--- src/hdl/ray_square_closest_hit_core_macros.svh ---
// ----------------------------------------------------------------------------
// ray_square_closest_hit_core_macros
// assertion helpers shared by the closest-hit core
// ----------------------------------------------------------------------------
`ifndef RAY_SQUARE_CLOSEST_HIT_CORE_MACROS_SVH
`define RAY_SQUARE_CLOSEST_HIT_CORE_MACROS_SVH

// same-cycle implication, clocked on clk_i, off during reset
`define RSCH_ASSERT_IMP(lbl, ante, cons) \
  lbl: assert property (@(posedge clk_i) disable iff (!rst_ni) (ante) |-> (cons)) \
    else $error("rsch assertion failed");

// next-cycle implication, clocked on clk_i, off during reset
`define RSCH_ASSERT_NEXT(lbl, ante, cons) \
  lbl: assert property (@(posedge clk_i) disable iff (!rst_ni) (ante) |=> (cons)) \
    else $error("rsch assertion failed");

`endif

--- src/hdl/rsch_pkg.sv ---
// ----------------------------------------------------------------------------
// rsch_pkg
// types, codes and helpers for the ray/square closest-hit core
// ----------------------------------------------------------------------------
`default_nettype none
package rsch_pkg;

  localparam int unsigned DivSteps = 48;

  // configuration register indexes
  localparam logic [2:0] REG_ORIGIN_X = 3'd0;
  localparam logic [2:0] REG_ORIGIN_Y = 3'd1;
  localparam logic [2:0] REG_ORIGIN_Z = 3'd2;
  localparam logic [2:0] REG_DIR_X    = 3'd3;
  localparam logic [2:0] REG_DIR_Y    = 3'd4;
  localparam logic [2:0] REG_DIR_Z    = 3'd5;
  localparam logic [2:0] REG_MAX_DIST = 3'd6;

  // multiplier operand pair codes
  localparam logic [3:0] MUL_DA0 = 4'd0;
  localparam logic [3:0] MUL_DA1 = 4'd1;
  localparam logic [3:0] MUL_DA2 = 4'd2;
  localparam logic [3:0] MUL_DB0 = 4'd3;
  localparam logic [3:0] MUL_DB1 = 4'd4;
  localparam logic [3:0] MUL_DB2 = 4'd5;
  localparam logic [3:0] MUL_PT0 = 4'd6;
  localparam logic [3:0] MUL_PT1 = 4'd7;
  localparam logic [3:0] MUL_PT2 = 4'd8;

  typedef struct packed {
    logic signed [31:0] center_x;
    logic signed [31:0] center_y;
    logic signed [31:0] center_z;
    logic signed [31:0] normal_x;
    logic signed [31:0] normal_y;
    logic signed [31:0] normal_z;
    logic [30:0]        side_width;
    logic [15:0]        square_index;
    logic               last_square;
  } rsch_in_t;

  typedef struct packed {
    logic               found;
    logic [15:0]        best_square;
    logic [30:0]        hit_distance;
    logic signed [31:0] hit_x;
    logic signed [31:0] hit_y;
    logic signed [31:0] hit_z;
    logic signed [31:0] surf_normal_x;
    logic signed [31:0] surf_normal_y;
    logic signed [31:0] surf_normal_z;
  } rsch_out_t;

  typedef enum logic [2:0] {
    ST_IDLE, ST_DOT, ST_CHK, ST_DIV, ST_PT, ST_UPD, ST_FIN
  } rsch_state_e;

  // commands from controller to datapath
  typedef struct packed {
    logic       cap;
    logic       mul_en;
    logic [3:0] mul_sel;
    logic       acc_en;
    logic [3:0] acc_sel;
    logic       div_init;
    logic       div_step;
    logic       pt_en;
    logic [1:0] pt_sel;
    logic       upd;
    logic       out_load;
  } rsch_cmd_t;

  // status from datapath to controller
  typedef struct packed {
    logic reject;
    logic last;
    logic out_free;
  } rsch_stat_t;

  // saturate to 32 bit signed
  function automatic logic signed [31:0] sat32(input logic signed [63:0] v);
    logic signed [31:0] r;
    if (v > 64'sd2147483647) r = 32'sh7FFFFFFF;
    else if (v < -64'sd2147483648) r = 32'sh80000000;
    else r = v[31:0];
    return r;
  endfunction

  // round a Q32.32 product to Q32.16
  function automatic logic signed [47:0] rnd16(input logic signed [63:0] p);
    logic signed [63:0] s;
    s = (p + 64'sd32768) >>> 16;
    return s[47:0];
  endfunction

endpackage
`default_nettype wire

--- src/hdl/rsch_ctrl.sv ---
// ----------------------------------------------------------------------------
// rsch_ctrl
// sequencer: dot products, divide, hit point test, update and result hand-off
// ----------------------------------------------------------------------------
`default_nettype none
module rsch_ctrl import rsch_pkg::*; (
  input  wire logic       clk_i,
  input  wire logic       rst_ni,
  input  wire logic       in_valid_i,
  output logic            in_ready_o,
  input  wire rsch_stat_t stat_i,
  output rsch_cmd_t       cmd_o
);

  rsch_state_e state_q, state_d;
  logic [5:0]  cnt_q, cnt_d;

  // state register
  always_ff @(posedge clk_i or negedge rst_ni) begin
    if (!rst_ni) begin
      state_q <= ST_IDLE;
      cnt_q   <= '0;
    end else begin
      state_q <= state_d;
      cnt_q   <= cnt_d;
    end
  end

  // next state
  always_comb begin
    state_d = state_q;
    cnt_d   = cnt_q + 6'd1;
    case (state_q)
      ST_IDLE: begin
        cnt_d = '0;
        if (in_valid_i) state_d = ST_DOT;
      end
      ST_DOT: begin
        if (cnt_q == 6'd6) begin
          state_d = ST_CHK;
          cnt_d   = '0;
        end
      end
      ST_CHK: begin
        cnt_d   = '0;
        state_d = stat_i.reject ? ST_FIN : ST_DIV;
      end
      ST_DIV: begin
        if (cnt_q == 6'(DivSteps - 1)) begin
          state_d = ST_PT;
          cnt_d   = '0;
        end
      end
      ST_PT: begin
        if (cnt_q == 6'd3) begin
          state_d = ST_UPD;
          cnt_d   = '0;
        end
      end
      ST_UPD: begin
        cnt_d   = '0;
        state_d = ST_FIN;
      end
      ST_FIN: begin
        cnt_d = '0;
        if (!stat_i.last || stat_i.out_free) state_d = ST_IDLE;
      end
      default: begin
        state_d = ST_IDLE;
        cnt_d   = '0;
      end
    endcase
  end

  // command outputs
  always_comb begin
    cmd_o      = '0;
    in_ready_o = 1'b0;
    case (state_q)
      ST_IDLE: begin
        in_ready_o = 1'b1;
        cmd_o.cap  = in_valid_i;
      end
      ST_DOT: begin
        cmd_o.mul_en  = (cnt_q < 6'd6);
        cmd_o.mul_sel = cnt_q[3:0];
        cmd_o.acc_en  = (cnt_q != 6'd0);
        cmd_o.acc_sel = cnt_q[3:0] - 4'd1;
      end
      ST_CHK: cmd_o.div_init = !stat_i.reject;
      ST_DIV: cmd_o.div_step = 1'b1;
      ST_PT: begin
        cmd_o.mul_en  = (cnt_q < 6'd3);
        cmd_o.mul_sel = MUL_PT0 + cnt_q[3:0];
        cmd_o.pt_en   = (cnt_q != 6'd0);
        cmd_o.pt_sel  = cnt_q[1:0] - 2'd1;
      end
      ST_UPD: cmd_o.upd = 1'b1;
      ST_FIN: cmd_o.out_load = stat_i.last && stat_i.out_free;
      default: cmd_o = '0;
    endcase
  end

endmodule
`default_nettype wire

--- config.mk ---
export PLATFORM = sky130hd
export DESIGN_NAME = rsch_ctrl
export DESIGN_NICKNAME = d
export VERILOG_FILES = /design/src/hdl/ray_square_closest_hit_core_macros.svh /design/src/hdl/rsch_pkg.sv /design/src/hdl/rsch_ctrl.sv
export SDC_FILE = /design/constraint.sdc
export NUM_CORES = 1
export LEC_CHECK = 0
export ABC_AREA = 1
export BUFFER_PORTS_ARGS = -buffer_cell sky130_fd_sc_hd__buf_2
export CAP_MARGIN = 20
export CORE_MARGIN = 8
export CORE_UTILIZATION = 54
export CTS_CLUSTER_SIZE = 40
export DETAILED_ROUTE_END_ITERATION = 8
export PLACE_DENSITY = 0.87
export RECOVER_POWER = 100
export SLEW_MARGIN = 20
export SYNTH_ARGS = -nofsm -noshare
export SYNTH_HDL_FRONTEND = slang
export SYNTH_SLANG_ARGS = --single-unit
--- constraint.sdc ---
create_clock -name clk_i -period 2.3 [get_ports clk_i]
set_input_delay 0.115 -clock clk_i [delete_from_list [all_inputs] [get_ports clk_i]]
set_output_delay 0.115 -clock clk_i [all_outputs]
set_load 0.05 [all_outputs]
==> impl_metrics.py, run 1 <==
metrics = {
    "timing": {
        "setup_violations": 0,
        "setup_slack_ns": 0.261,
        "fin_skew_ns": 0.00397,
        "tns_ns": 0,
        "fin_crit_sh_pct": 88.6,
        "slew_headroom_pct": 58.7,
        "layout_min_cycle_time_ns": 2.04,
        "fmax_mhz": 491,
        "drv_slew": 0,
        "tightest_slew_ns": 0.623,
        "hold_violations": 0,
        "rsz0062_at_grt": "false",
    },
    "synthesis": {
        "yosysUniqueCellTypes": 25,
        "yosysMostFrequentCell": "nand2_1",
        "synthTopCellsByArea": "dfrtp_1 (26%), ha_1 (12%), nand2_1 (10%), nor2_1 (9.1%), inv_1 (6.5%)",
        "netlist_top_cells_count": "nand2_1 (24), nor2_1 (21), inv_1 (15)",
        "synth_flop_cell": "dfrtp_1",
        "avgSynthCellArea_sq_um": 6.96,
        "yosysSeqAreaShare_pct": 25.9,
        "syn_area_sq_um": 870,
        "synth_warnings": 0,
        "syn_nets": 139,
        "synthDominantCellAreaShare_pct": 25.9,
        "synth_edf_count": 0,
        "yosys.area.top_type": "dfrtp_1",
        "ys_ff_latch": 9,
        "synthArstFlopShare_pct": 100,
        "synthCells": 125,
    },
    "routing": {
        "wl_per_cell_um": 11.9,
        "drtPass1Iterations": 4,
        "drtIter0Drc": 14,
        "drc": 0,
        "via_count": 866,
        "vias_per_cell": 5.12,
        "antenna_left": 0,
        "routed_wl_um": 2010,
    },
    "pwr": {
        "p_leak_nw": 0.532,
        "vdd_ir_drop_max_mv": 0.871,
        "powerDensity_nw_per_um2": 1530,
        "pwr-share-seq_pct": 18.1,
        "combPwrFrac_pct": 74.2,
        "swShare_pct": 65.6,
        "cell_internal_pwr_w": 0.000522,
        "total_power_w": 0.00151,
        "power_switching_w": 0.000993,
        "power_frac_clock_pct": 7.7,
    },
    "grt": {
        "overflow": 0,
        "grt_pass1_wl_um": 3470,
        "grt_max_degree": 10,
        "antenna_found_initial": 0,
        "grt_pass1_vias": 830,
        "grt_usage_pct": 12.6,
    },
    "floorplan": {
        "start_util_pct": 57.7,
        "dieHeight_um": 56.1,
        "row_count": 14,
        "die-area_sq_um": 3150,
        "coreArea_sq_um": 1510,
        "die_w_um": 56.1,
        "io_pins": 25,
    },
    "placement": {
        "dpl.hpwl_um": 1660,
        "preCtsSetupSlack_ns": 0.708,
        "routabilityCongestion": 0.794,
        "port_buffers": 24,
    },
    "hold_path": {
        "worstHoldStart": "stat_i[2]",
        "hold_end": "state_q[0]$_DFFE_PN0P_",
        "whs_path_depth": 6,
        "min-delay-path-class": "in -> reg",
    },
    "setup_path": {
        "critPathBufInv": 3,
        "timing.rr.start": "cnt_q[0]$_DFF_PN0_",
        "ff2ff_path_depth": 8,
        "rr_endpoint": "cnt_q[5]$_DFF_PN0_",
        "slowest_stage": "clkbuf_1",
        "crit_type": "reg -> out",
        "arrival_ns": 1.92,
        "path_cells": "inv_2 > nand2_1 > nor2_4 > inv_1 > o21ai_0 > clkbuf_1",
        "r2r_slack_ns": 0.35,
        "crit_family": "buffers and inverters",
        "slowest_delay_ns": 0.49,
        "required_ns": 2.18,
        "critPathLaunchType": "flop",
        "end_kind": "primary output",
        "worstPathMaxFanout": 8,
    },
    "finish": {
        "n_antenna_cell": 0,
        "fin_nets": 168,
        "syn2layout_area_growth_pct": 14.1,
        "fillers": 140,
        "drive_gt1_share_pct": 15.7,
    },
    "clock_tree": {
        "post-cts-setup-buffer-count": 0,
        "htree_levels": 1,
        "clkTransAtPathRegs_ns": 0.05,
        "tritoncts": "built",
        "clock-sinks": 9,
        "ctsRootBufferMaster": "clkbuf_4",
        "cts.path.max_buffers": 2,
        "clk_latency_ns": 0.25,
        "cts_buffers": 3,
    },
    "status": {
        "status": "finished clean",
    },
    "job": {
        "maxCapViolations": 0,
    },
}
## through the flow
step / utilization, % / std cells / hold slack [ns] / instance area [sq um]
after floorplan: - / 125 / -0.181 / 870
after global placement: 66.3 / 164 / -0.0277 / 998
after detailed placement: 66.3 / 164 / -0.0236 / 998
after CTS: 68.7 / 169 / 0.229 / 1030
after global routing: 65.9 / 169 / 0.302 / 992
final: 65.9 / 169 / 0.284 / 992
## power by group through the flow
stage          clock network (W)  registers [W]  logic, W
6_report                0.000116       0.000275   0.00112
5_1_grt                 0.000132       0.000279   0.00122
4_1_cts                 0.000123       0.000271   0.00120
3_5_place_dp                   0       0.000273   0.00120
3_3_place_gp                   0       0.000272   0.00117
2_1_floorplan                  0       0.000260  0.000971
## timing repair
item                                   4_1_cts  5_1_grt
resized for setup                            0        0
endpoints found under the hold margin        9        0
hold buffers                                 1        0
setup endpoints to repair                    0        0
## metal layers
| metal | vias to the layer above | global-route usage, % | share of wire, % |
|---|---|---|---|
| met4 | 0 | 4.81 | 0.94 |
| li1 | 443 | - | - |
| met1 | 407 | 14.8 | 45 |
| met2 | 14 | 20.6 | 49 |
| met5 | - | 0 | 0 |
| met3 | 2 | 4.11 | 5.7 |
## registers in the layout, indices dropped and copies added (netlist names)
register / count
state_q: 3
cnt_q: 6
## cell type report
type / instances / area [sq um] / area share [%]
sequential: 9 / 225 / 22.7
clock buffer: 4 / 26.3 / 2.65
multi-input combinational: 93 / 528 / 53.2
tap: 16 / 20.0 / 2.02
inverter: 22 / 82.6 / 8.32
timing repair buffer: 25 / 110 / 11.1
## cells by family after synthesis
| logic type | synth area share, % |
|---|---|
| AO/OA/AOI/OAI | 8.20 |
| XOR/XNOR | 5.04 |
| adder cells (fa/ha/maj) | 11.5 |
| buffers and inverters | 10.8 |
| flip-flops | 25.9 |
| AND/OR/NAND/NOR | 38.6 |
## worst max-delay path by stage
stage | startpoint | endpoint | slack [ns] | cells past startpoint
2_1_floorplan | state_q[1]$_DFFE_PN0P_ | cmd_o[10] | 0.12 | 5
3_3_place_gp | state_q[1]$_DFFE_PN0P_ | cmd_o[10] | 0.78 | 6
3_5_place_dp | state_q[1]$_DFFE_PN0P_ | cmd_o[10] | 0.71 | 6
4_1_cts | state_q[1]$_DFFE_PN0P_ | cmd_o[10] | 0.42 | 6
5_1_grt | cnt_q[0]$_DFF_PN0_ | cnt_q[5]$_DFF_PN0_ | 0.17 | 8
6_report | state_q[1]$_DFFE_PN0P_ | cmd_o[13] | 0.26 | 6
## cells in the final DEF (no fill, tap or decap)
master,instances
a211oi_1,1
a21oi_1,3
and2_1,1
buf_2,7
clkbuf_1,17
clkbuf_2,1
clkbuf_4,3
clkinv_1,1
dfrtp_1,9
dlygate4sd3_1,1
ha_1,8
inv_1,15
inv_2,6
nand2_1,25
nand2_4,2
nand3_1,9
nand4_1,1
nor2_1,22
nor2_2,2
nor2_4,2
nor3_1,3
nor3_2,1
o2111ai_1,1
o21ai_0,6
o22ai_1,1
xnor2_1,3
xor2_1,2
## worst reg2reg max path: stages (launching register included)
cell,delay [ns]
dfrtp_1,0.48
ha_1,0.23
nand3_1,0.12
o21ai_0,0.28
inv_2,0.07
nor2_1,0.41
clkinv_1,0.13
nand2_1,0.07
inv_1,0.03
Power figures use the tool's default switching activity.
==> inputs of run 2 (changes only) <==
- CORE_ASPECT_RATIO: default -> 0.8
- CORE_UTILIZATION: 54 -> 50
- PLACE_DENSITY: 0.87 -> 0.81
- clock period: 2.3 -> 2.33 ns (I/O delays scaled with it)
==> run 2 against run 1 <==
  * Critical endpoint unchanged
  * Clock power is essentially flat
  * Register-to-register slack better by 0.18 ns
  * Setup slack improved by 0.026 ns
  * First-iteration DRC count grew to 3.5 times the previous value
  * Global-route usage shrank 0.14 points
  * Total power up 0.29%
  * Sequential power barely moved
  * Count of clock-buffer cells in the layout did not move
  * Final cell count increased by 3.6%
  * Sequential share of layout area fell by 0.34 points
  * Routed wire length is 3.2% higher
  * Critical path depth did not move
==> impl_metrics.py, run 2 (same netlist as run 1, synthesis figures left out) <==
metrics = {
    "timing": {
        "setup_slack_ns": 0.287,
        "hold_violations": 0,
        "drv_slew": 0,
        "hold_slack_ns": 0.266,
        "tightest_slew_ns": 0.623,
        "slew_headroom_pct": 58.6,
        "layout_min_cycle_time_ns": 2.04,
        "fmax_mhz": 490,
        "tns_ns": 0,
        "fin_skew_ns": 0.00165,
        "setup_violations": 0,
        "fin_crit_sh_pct": 87.7,
        "rsz0062_at_grt": "false",
    },
    "grt": {
        "grt_max_degree": 10,
        "overflow": 0,
        "grt_usage_pct": 12.5,
        "grt_pass1_vias": 753,
        "grt_pass1_wl_um": 3320,
        "antenna_found_initial": 0,
    },
    "status": {
        "status": "finished clean",
    },
    "setup_path": {
        "required_ns": 2.21,
        "timing.rr.start": "cnt_q[0]$_DFF_PN0_",
        "crit_type": "reg -> out",
        "worstPathMaxFanout": 8,
        "slowest_delay_ns": 0.49,
        "r2r_slack_ns": 0.53,
        "crit_family": "buffers and inverters",
        "critPathLaunchType": "flop",
        "critPathBufInv": 3,
        "end_kind": "primary output",
        "slowest_stage": "clkbuf_1",
        "crit_start": "state_q[1]$_DFFE_PN0P_",
        "rr_endpoint": "cnt_q[5]$_DFF_PN0_",
        "arrival_ns": 1.93,
        "ff2ff_path_depth": 8,
        "path_cells": "inv_2 > nand2_1 > nor2_4 > inv_1 > o21ai_0 > clkbuf_1",
    },
    "finish": {
        "layout_common_cells": "nand2_1 (25), nor2_1 (21), clkbuf_1 (20)",
        "reg.largest.list": "cnt_q: 6 flops, state_q: 3 flops",
        "syn2layout_area_growth_pct": 15.8,
        "final_common_cell": "nand2_1",
        "drive_gt1_share_pct": 13.7,
        "n_antenna_cell": 0,
        "largest_register_ffs": 6,
        "regMostFlops": "cnt_q",
        "seq_area_sq_um": 225,
        "multiInputGateArea_sq_um": 539,
        "fin_nets": 168,
        "fillers": 165,
    },
    "floorplan": {
        "start_util_pct": 53.5,
        "coreArea_sq_um": 1630,
        "row_count": 13,
        "io_pins": 25,
        "dieHeight_um": 53.3,
        "die-area_sq_um": 3340,
        "die_w_um": 62.6,
    },
    "routing": {
        "routed_wl_um": 2080,
        "wl_per_cell_um": 11.9,
        "drtIter0Drc": 49,
        "drc": 0,
        "via_count": 852,
        "drtPass1Iterations": 4,
        "vias_per_cell": 4.87,
        "antenna_left": 0,
    },
    "clock_tree": {
        "htree_levels": 1,
        "cts_buffers": 3,
        "cts.path.max_buffers": 2,
        "post-cts-setup-buffer-count": 0,
        "cts.repair.resized": 0,
        "tritoncts": "built",
        "clkTransAtPathRegs_ns": 0.06,
        "clock-sinks": 9,
        "clk_latency_ns": 0.26,
        "ctsRootBufferMaster": "clkbuf_4",
    },
    "hold_path": {
        "hold_end": "state_q[2]$_DFFE_PN0P_",
        "worstHoldStart": "stat_i[0]",
        "whs_path_depth": 5,
        "min-delay-path-class": "in -> reg",
    },
    "job": {
        "maxCapViolations": 0,
    },
    "pwr": {
        "power_frac_clock_pct": 7.8,
        "cell_internal_pwr_w": 0.000522,
        "p_leak_nw": 0.533,
        "swShare_pct": 65.7,
        "powerDensity_nw_per_um2": 1510,
        "vdd_ir_drop_max_mv": 0.821,
        "pwr-share-seq_pct": 18.1,
        "combPwrFrac_pct": 74.1,
        "power_switching_w": 0.000997,
    },
    "placement": {
        "dpl.hpwl_um": 1610,
        "preCtsSetupSlack_ns": 0.736,
        "port_buffers": 24,
        "routabilityCongestion": 0.853,
    },
}
## run 2: changes by cell type in the layout (fill, tap and decap cells not counted), sizes merged
cell	previous run	this run
buf	7	5
clkbuf	21	23
clkinv	1	0
inv	21	22
## run 2: routing by layer
layer | wire [um] | vias up | track usage [%]
met4 | 0 | 0 | 5.66
met3 | 179 | 0 | 4.84
li1 | - | 446 | -
met5 | 0 | - | 0
met2 | 973 | 29 | 20.6
met1 | 924 | 377 | 14.3
## run 2: per-stage QoR
| step | utilization, % | power (W) | cells | area (sq um) |
|---|---|---|---|---|
| 2_1_floorplan | - | 0.00121 | 125 | 870 |
| 3_3_place_gp | 61.8 | 0.00143 | 170 | 1010 |
| 3_5_place_dp | 61.8 | 0.00145 | 170 | 1010 |
| 4_1_cts | 64.1 | 0.00158 | 175 | 1040 |
| 5_1_grt | 61.9 | 0.00164 | 175 | 1010 |
| 6_report | 61.9 | 0.00152 | 175 | 1010 |
## run 2: timing repair
| action | CTS | global route |
|---|---|---|
| endpoints found under the hold margin | 9 | 0 |
| hold buffers | 1 | 0 |
| setup endpoints to repair | 0 | 0 |
## run 2: worst max-delay path by stage
stage	end	slack, ns	depth (start not counted)
floorplan	cmd_o[10]	0.15	5
global placement	cmd_o[10]	0.82	6
detailed placement	cmd_o[10]	0.74	6
CTS	cmd_o[10]	0.44	6
global route	cmd_o[13]	0.17	6
finish	cmd_o[13]	0.29	6
## run 2: worst reg2reg max path, delay by kind of cell, from the launching register on
family | cells | cell delay (ns)
flops | 1 | 0.50
simple gates | 3 | 0.36
compound gates | 1 | 0.29
buf+inv | 3 | 0.29
fa+ha+maj | 1 | 0.26
## run 2: power groups by stage
stage / registers [W] / clock network [W] / logic, W
global placement: 0.000271 / 0 / 0.00116
CTS: 0.000271 / 0.000127 / 0.00118
detailed placement: 0.000274 / 0 / 0.00118
global route: 0.000281 / 0.000133 / 0.00122
floorplan: 0.000257 / 0 / 0.000958
finish: 0.000275 / 0.000118 / 0.00113
## run 2: layout make-up
type / instances / area share [%]
flip-flops and latches: 9 / 22.4
well taps: 22 / 2.73
inverters: 22 / 8.20
clock buffers: 4 / 2.61
multi-input cells: 93 / 53.5
repair buffers: 25 / 10.6
